===== config.mk =====
export PLATFORM = sky130hd
export DESIGN_NAME = gde_ctrl
export DESIGN_NICKNAME = d
export VERILOG_FILES = /design/src/hw/rtl/gde_pkg.sv /design/src/hw/rtl/gde_ctrl.sv
export SDC_FILE = /design/constraint.sdc
export NUM_CORES = 1
export LEC_CHECK = 0
export ABC_CLOCK_PERIOD_IN_PS = 1740
export BUFFER_PORTS_ARGS = -buffer_cell sky130_fd_sc_hd__buf_4
export CORE_AREA = 5 5 42 44
export CTS_CLUSTER_DIAMETER = 40
export DETAILED_ROUTE_END_ITERATION = 6
export DIE_AREA = 0 0 47 49
export SLEW_MARGIN = 20
export SYNTH_ARGS = -nofsm -noshare
export SYNTH_HDL_FRONTEND = slang
export SYNTH_SLANG_ARGS = --single-unit
export TNS_END_PERCENT = 10

===== constraint.sdc =====
create_clock -name clock -period 1.74 [get_ports clock]
set_clock_uncertainty 0.15 [all_clocks]
set_input_delay 0.261 -clock clock [delete_from_list [all_inputs] [get_ports clock]]
set_output_delay 0.261 -clock clock [all_outputs]
set_load 0.005 [all_outputs]

===== src/hw/rtl/gde_pkg.sv =====
// Shared types, constants and helpers for the gyro detent encoder.
`timescale 1ns / 1ps

package gde_pkg;

   // Fixed-point format and scaling
   localparam int FRAC_BITS     = 16;
   localparam int GAIN_SHIFT    = 20;
   localparam int SCALE_SHIFT   = GAIN_SHIFT - FRAC_BITS;
   localparam int MAX_KEY_QUEUE = 32;
   localparam int MAX_RESULTS   = 30;
   localparam int PAIR_LIMIT    = MAX_KEY_QUEUE - 2;

   localparam int SUM_W  = 48;
   localparam int CNT_W  = 32;
   localparam int DIST_W = ((CNT_W + FRAC_BITS > SUM_W + 1) ?
                            (CNT_W + FRAC_BITS) : (SUM_W + 1)) + 1;
   localparam int ONE    = 1 << FRAC_BITS;
   localparam int HYST   = ONE + ONE / 4;

   // Emit bookkeeping
   localparam int STEP_CAP = MAX_RESULTS / 2;
   localparam int STEP_W   = $clog2(STEP_CAP + 1);
   localparam int N_W      = $clog2(MAX_RESULTS + 1);

   // Configuration port
   localparam int CSR_ADDR_W = 3;
   localparam int CSR_DATA_W = 48;
   localparam logic [CSR_ADDR_W-1:0] REG_GAIN_X    = 3'd0;
   localparam logic [CSR_ADDR_W-1:0] REG_GAIN_Y    = 3'd1;
   localparam logic [CSR_ADDR_W-1:0] REG_GAIN_Z    = 3'd2;
   localparam logic [CSR_ADDR_W-1:0] REG_LOCK_EN   = 3'd3;
   localparam logic [CSR_ADDR_W-1:0] REG_KEY_TABLE = 3'd4;

   // Direction codes and lock codes
   localparam logic [1:0] DIR_NONE  = 2'b00;
   localparam logic [1:0] DIR_POS   = 2'b01;
   localparam logic [1:0] DIR_NEG   = 2'b11;
   localparam logic [1:0] LOCK_NONE = 2'd0;

   typedef enum logic [3:0] {
      ST_IDLE,
      ST_MUL2,
      ST_ACC,
      ST_Q1,
      ST_Q2,
      ST_Q3,
      ST_LOCK,
      ST_CHK,
      ST_KEY,
      ST_REL
   } gde_state_type;

   typedef struct packed {
      logic accept;
      logic mul2;
      logic acc;
      logic q1;
      logic q2;
      logic q3;
      logic lock;
      logic load_key;
      logic load_rel;
   } gde_cmd_type;

   typedef struct packed {
      logic batch_end;
      logic pair_avail;
   } gde_status_type;

   // Saturate a sum one bit wider than the accumulator
   function automatic logic signed [SUM_W-1:0] sat48(input logic signed [SUM_W:0] v);
      logic signed [SUM_W-1:0] r;
      if (v[SUM_W] != v[SUM_W-1]) begin
         r = v[SUM_W] ? {1'b1, {(SUM_W-1){1'b0}}} : {1'b0, {(SUM_W-1){1'b1}}};
      end else begin
         r = v[SUM_W-1:0];
      end
      return r;
   endfunction

endpackage


===== src/hw/rtl/gde_ctrl.sv =====
// Sequencer for accumulate, quantize, lock and key emission.
`timescale 1ns / 1ps

module gde_ctrl (
   input  logic                    clock,
   input  logic                    reset,
   input  logic                    req_valid,
   output logic                    req_ready,
   output logic                    rsp_valid,
   input  logic                    rsp_ready,
   input  gde_pkg::gde_status_type status,
   output gde_pkg::gde_cmd_type    cmd
);
   import gde_pkg::*;

   gde_state_type state_ff, state_in;

   // Hold state
   always_ff @(posedge clock) begin
      if (reset) begin
         state_ff <= ST_IDLE;
      end else begin
         state_ff <= state_in;
      end
   end

   // Next state
   always_comb begin
      state_in = state_ff;
      unique case (state_ff)
         ST_IDLE: if (req_valid) state_in = ST_MUL2;
         ST_MUL2: state_in = ST_ACC;
         ST_ACC:  state_in = status.batch_end ? ST_Q1 : ST_IDLE;
         ST_Q1:   state_in = ST_Q2;
         ST_Q2:   state_in = ST_Q3;
         ST_Q3:   state_in = ST_LOCK;
         ST_LOCK: state_in = ST_CHK;
         ST_CHK:  state_in = status.pair_avail ? ST_KEY : ST_IDLE;
         ST_KEY:  if (rsp_ready) state_in = ST_REL;
         ST_REL:  if (rsp_ready) state_in = ST_CHK;
         default: state_in = ST_IDLE;
      endcase
   end

   // Commands and handshake outputs
   always_comb begin
      cmd          = '0;
      req_ready    = (state_ff == ST_IDLE);
      rsp_valid    = (state_ff == ST_KEY) || (state_ff == ST_REL);
      cmd.accept   = (state_ff == ST_IDLE) && req_valid;
      cmd.mul2     = (state_ff == ST_MUL2);
      cmd.acc      = (state_ff == ST_ACC);
      cmd.q1       = (state_ff == ST_Q1);
      cmd.q2       = (state_ff == ST_Q2);
      cmd.q3       = (state_ff == ST_Q3);
      cmd.lock     = (state_ff == ST_LOCK);
      cmd.load_key = (state_ff == ST_CHK) && status.pair_avail;
      cmd.load_rel = (state_ff == ST_KEY) && rsp_ready;
   end

endmodule


==> results of run 1 <==
## report_power, final
part	switching (mW)	internal, mW	leakage (nW)
sequential	0.0423	0.116	0.0341
clock	0.0353	0.0770	0.0138
combinational	0.136	0.177	0.186
total	0.214	0.370	0.234
## repair_timing
action	4_1_cts	5_1_grt
setup endpoints to repair	0	4
gates resized for setup	0	5
buffers inserted	0	0
## stage by stage
stage	hold slack, ps	util (%)	total power, mW	instances	worst slack, ps
6_report	54.99	38.39	0.5835	86	98.84
5_1_grt	56.10	38.39	0.6419	86	18.02
4_1_cts	58.10	37.32	0.5781	86	5.928
3_5_place_dp	302.8	35.71	0.4618	83	266.5
3_3_place_gp	303.0	35.71	0.4612	83	266.4
2_1_floorplan	180.1	-	0.3540	52	326.7
## cell usage after synthesis (all sizes together)
| library cell | n |
|---|---|
| a21oi | 3 |
| o22a | 2 |
| nor2b | 1 |
| and3b | 1 |
| nand2 | 5 |
| nor3b | 1 |
| o32ai | 1 |
| inv | 1 |
| or2b | 1 |
| mux2 | 1 |
| nand4 | 1 |
| dfxtp | 4 |
| nor4 | 2 |
| nand2b | 4 |
| nand3b | 1 |
| o21ai | 1 |
| nand3 | 1 |
| o21bai | 1 |
| nor3 | 5 |
| nor2 | 8 |
| and2 | 2 |
| buf | 5 |
## layer usage
| metal | routed length [µm] | vias up |
|---|---|---|
| li1 | - | 218 |
| met1 | 422 | 182 |
| met2 | 404 | 16 |
| met3 | 86 | 0 |
| met4 | 0 | 0 |
| met5 | 0 | - |
## area by class of cell
| type | count | share of cell area [%] |
|---|---|---|
| Clock buffer | 3 | 4.186 |
| Inverter | 1 | 0.6977 |
| Timing Repair Buffer | 20 | 27.91 |
| Sequential cell | 4 | 15.58 |
| Tap cell | 16 | 3.721 |
| Multi-Input combinational cell | 42 | 47.91 |
## worst max-delay path by stage
stage / start / end / slack (ps) / depth (start not counted)
after floorplan: state_ff[1] / cmd[8] / 330 / 3
after global placement: state_ff[2] / cmd[0] / 270 / 4
after detailed placement: state_ff[2] / cmd[0] / 270 / 4
after CTS: state_ff[2] / cmd[0] / 6 / 4
after global routing: state_ff[2] / cmd[0] / 20 / 4
final: state_ff[2] / cmd[0] / 100 / 4
## logic make-up (layout without fill, tap and decap cells)
| logic type | after synthesis | in the layout | share of synthesized area (%) |
|---|---|---|---|
| AOI/OAI and AO/OA | 8 | 8 | 17.01 |
| buffers and inverters | 6 | 24 | 11.22 |
| DFF | 4 | 4 | 21.77 |
| muxes | 1 | 1 | 3.061 |
| and+or+nand+nor | 33 | 33 | 46.94 |
## worst max-delay path, stage by stage, from the launching register on
cell and delay, ps:
dfxtp_2 410, nor2_1 70, and2_1 200, and3b_1 190
buf_4 130
==> metrics.txt, run 1 <==
synth-to-layout area growth=46.26%; worst min path class=input port to flop; Hold Path Depth=2; R2R Path End=state_ff[0]; met1 Use GR=11.40%; number of global-route vias before repair=381; Yosys top cell by area=dfxtp_1; cts hold-fix bufs=0; Die W=47 µm; Reg2Reg Depth=4; NumNets Final=78; antenna-violating nets left=0; setup TNS=0 ps; Leak Pwr=0.2337 nW; DR DRC count=0; Seq cells post-synth=4; Core Area=1401 µm²; sequential cell area=83.83 µm²; crit path max fanout=10; Rows=14; Num CTS Buffers=3; final hold violations=0; placed wire-length estimate=753.9 µm; drt pass-1 iters=4; TritonCTS clock tree=yes; number of antenna violations at the first check in global routing=0; Worst Min Path Start=reset; Vias/cell=4.837; Die Ht=49 µm; relative slew slack=71.98%; main area contributors after synthesis=dfxtp_1, nor2_1, nand2b_1; met2 usage=13.35%; DRT Wirelength=912 µm; I/O Buffers=16; die area=2303 µm²; met3 Use GR=4.428%; Iter 0 DRT Violations=5; Initial Util=26.25%; post-synthesis sequential area ratio=21.77%; cells after synthesis=52; number of top-level pins=17; GR peak layer=met2; first-pass GRT wire length=1538 µm; root buf cell=clkbuf_4; Setup CP Type=flop to primary output; power per cell area=1085 nW/µm²; CP Capture Type=primary output; most frequent cells in the layout=buf_4, nor2_1, nand2_1; reg-to-reg slack, setup=340 ps; Worst R2R Start=state_ff[2]; crit path launch type=flop; Clock H-tree levels=1; fin. max-slew vios=0; Peak VDD IR=0.0004782 V; clock-pin slew on the worst setup and hold paths=40 ps; ant diodes=0; Post-Syn Area=367.9 µm²; most common cell after layout, fill and taps aside=buf_4; Largest regs=state_ff: 4 flops; Syn Area/Cell=7.074 µm²; share of layout cells above drive strength 1=45.71%; worst hold endpoint=state_ff[2]; GR Overflow Total=0; CTS Buffer Depth=2; worst-skew pair later-pin latency=230 ps; GRT Overall Usage=8.867%; post-route cell area=538.0 µm²; post-route clock period utilization=94.32%; fmax=609.3 MHz; Max Cap Viol=0; pin count of the biggest net entering global routing=11; via count=416; Layout fillers=149; Top reg by flops=state_ff; share of the synthesized area in the top cell type=21.77%; Final min period=1641 ps; Yosys cell types=24; Worst EP arrival=1230 ps; syn_nets=58; DP Area=500.5 µm²; RSZ-0062 raised after global routing=no; CTS sink cnt=4; Ys Warns=0; status=complete, no violations; Least-Margin Pin Slew=416.5 ps; area of the multi-input gates=257.7 µm²; max reg flops=4; CP required=1330 ps; Final Setup Violations=0; WL/cell=10.60 µm; GP Congestion=0.8802
(Power assumes the default switching activity.)
==> run 2, diff against run 1 <==
- ABC_CLOCK_PERIOD_IN_PS: 1740 -> 2100
- clock period: 1.74 -> 2.1 ns (I/O delays scaled with it)
==> run 2 against run 1 <==
Sequential share of layout area is 0.66 points higher; combinational power is 33% lower; count of clock-buffer cells in the layout unchanged; register-to-register slack improved by 170 ps; design area shrank 8.4%; sequential power shrank 6%; die area stayed put; utilization down 3.2 points; clock power fell by 15%; total power decreased by 23%; via count decreased by 5.3%; flip-flop and latch count unchanged.
==> metrics.txt, run 2 (synthesis results as in run 1) <==
placed wire-length estimate=688.5 µm (was 753.9 µm); Die Ht=49 µm (unchanged); Leak Pwr=0.2062 nW (was 0.2337 nW); number of antenna violations at the first check in global routing=0 (unchanged); CP Capture Type=primary output (unchanged); clock-pin slew on the worst setup and hold paths=40 ps (about the same); GP Congestion=0.7290 (was 0.8802); crit path max fanout=13 (was 10); RSZ-0062 raised after global routing=no (unchanged); TritonCTS clock tree=yes (unchanged); Top reg by flops=state_ff (unchanged); first-pass GRT wire length=1545 µm (was 1538 µm); WL met2=401 µm (was 404 µm); power per cell area=915.1 nW/µm² (was 1085 nW/µm²); pin count of the biggest net entering global routing=15 (was 11); drt pass-1 iters=4 (unchanged); Iter 0 DRT Violations=5 (unchanged); via count=394 (was 416); Largest regs=state_ff: 4 flops (unchanged); share of layout cells above drive strength 1=34.85% (was 45.71%); max reg flops=4 (unchanged); CP required=1630 ps (was 1330 ps); Max Cap Viol=0 (unchanged); Rows=14 (unchanged); Die W=47 µm (unchanged); worst-skew pair later-pin latency=230 ps (about the same); die area=2303 µm² (unchanged); synth-to-layout area growth=34.01% (was 46.26%); WP buf/inv=1 (unchanged); Core Area=1401 µm² (unchanged); fin. max-slew vios=0 (unchanged); crit path launch type=flop (unchanged); CTS Buffer Depth=2 (unchanged); GRT Overall Usage=8.937% (was 8.867%); setup TNS=0 ps (unchanged); number of top-level pins=17 (unchanged); WL/cell=11.06 µm (was 10.60 µm); post-CTS resize count=0 (unchanged); Final min period=1888 ps; worst min path class=input port to flop (unchanged); Power Total=0.4511 mW (was 0.5835 mW); Clock H-tree levels=1 (unchanged); Final Setup Violations=0 (unchanged); NumNets Final=74 (was 78); Slowest cell on crit path=dfxtp_1 (was dfxtp_2); root buf cell=clkbuf_4 (unchanged); GR Overflow Total=0 (unchanged); DRT Wirelength=907 µm (was 912 µm); Num CTS Buffers=3 (unchanged); number of global-route vias before repair=353 (was 381); top routing layer in use=met3 (unchanged); worst path cell trace=nor2_1 > and2_1 > and3b_1 > buf_4 (unchanged); Peak VDD IR=0.0004532 V (was 0.0004782 V); Worst EP arrival=1420 ps (was 1230 ps); DR WL met3=91 µm (was 86 µm); crit-path max cell delay=550 ps (was 410 ps); cts hold-fix bufs=0 (unchanged); Initial Util=26.25% (unchanged); fmax=529.7 MHz; final hold violations=0 (unchanged); CTS sink cnt=4 (unchanged); DR DRC count=0 (unchanged); antenna-violating nets left=0 (unchanged); post-route clock period utilization=89.89%; Vias/cell=4.805 (was 4.837); most frequent cells in the layout=buf_4, nor2_1, nand2_1, nor3_1 (was buf_4, nor2_1, nand2_1); ant diodes=0 (unchanged); post-CTS setup buffers=0 (unchanged); I/O Buffers=16 (unchanged); status=complete, no violations (unchanged); Metal-1 WL=414 µm (was 422 µm); Least-Margin Pin Slew=479.4 ps (was 416.5 ps); relative slew slack=67.75% (was 71.98%); CP top delay family=flip-flops (was simple AND/OR/NAND/NOR gates); Setup CP Type=flop to primary output (unchanged); most common cell after layout, fill and taps aside=buf_4 (unchanged)
run 2: changes by cell type in the layout (fill, tap and decap cells not counted), sizes merged:
cell and change:
buf -4
run 2: final timing paths:
path / start / endpoint / slack, ps / depth (start not counted)
worst min register to register: state_ff[0] / state_ff[1] / 500 / 2
worst min-delay path: reset / state_ff[2] / 110 / 2
worst max-delay path: state_ff[1] / cmd[0] / 210 / 4
worst max register to register: state_ff[1] / state_ff[0] / 510 / 4
run 2: final cells by class:
class                      instances  area, µm²
inverter                           1      3.754
fill                             162      908.4
timing repair buffer              16      120.1
clock buffer                       3      22.52
tap                               16      20.02
sequential                         4      80.08
multi-input combinational         42      246.5
run 2: per-layer routing:
| layer | track usage, % | up-vias |
|---|---|---|
| met3 | 4.797 | 0 |
| met4 | 2.765 | 0 |
| met1 | 12.28 | 169 |
| met5 | 0 | - |
| met2 | 11.76 | 13 |
| li1 | - | 212 |
run 2: through the flow:
step | hold slack (ps) | cell area [µm²] | setup WS, ps | cells | utilization (%)
after floorplan | 234.1 | 367.9 | 632.7 | 52 | -
after global placement | 356.0 | 470.5 | 480.9 | 79 | 33.57
after detailed placement | 355.1 | 470.5 | 464.4 | 79 | 33.57
after CTS | 103.3 | 493.0 | 199.1 | 82 | 35.18
after global routing | 106.3 | 493.0 | 72.91 | 82 | 35.18
final | 107.7 | 493.0 | 212.2 | 82 | 35.18
run 2: power by group:
group / internal (mW) / leakage, nW / switching [mW]
clock: 0.0639 / 0.0138 / 0.0308
sequential: 0.0931 / 0.0328 / 0.0546
combinational: 0.123 / 0.160 / 0.0860
total: 0.280 / 0.206 / 0.171
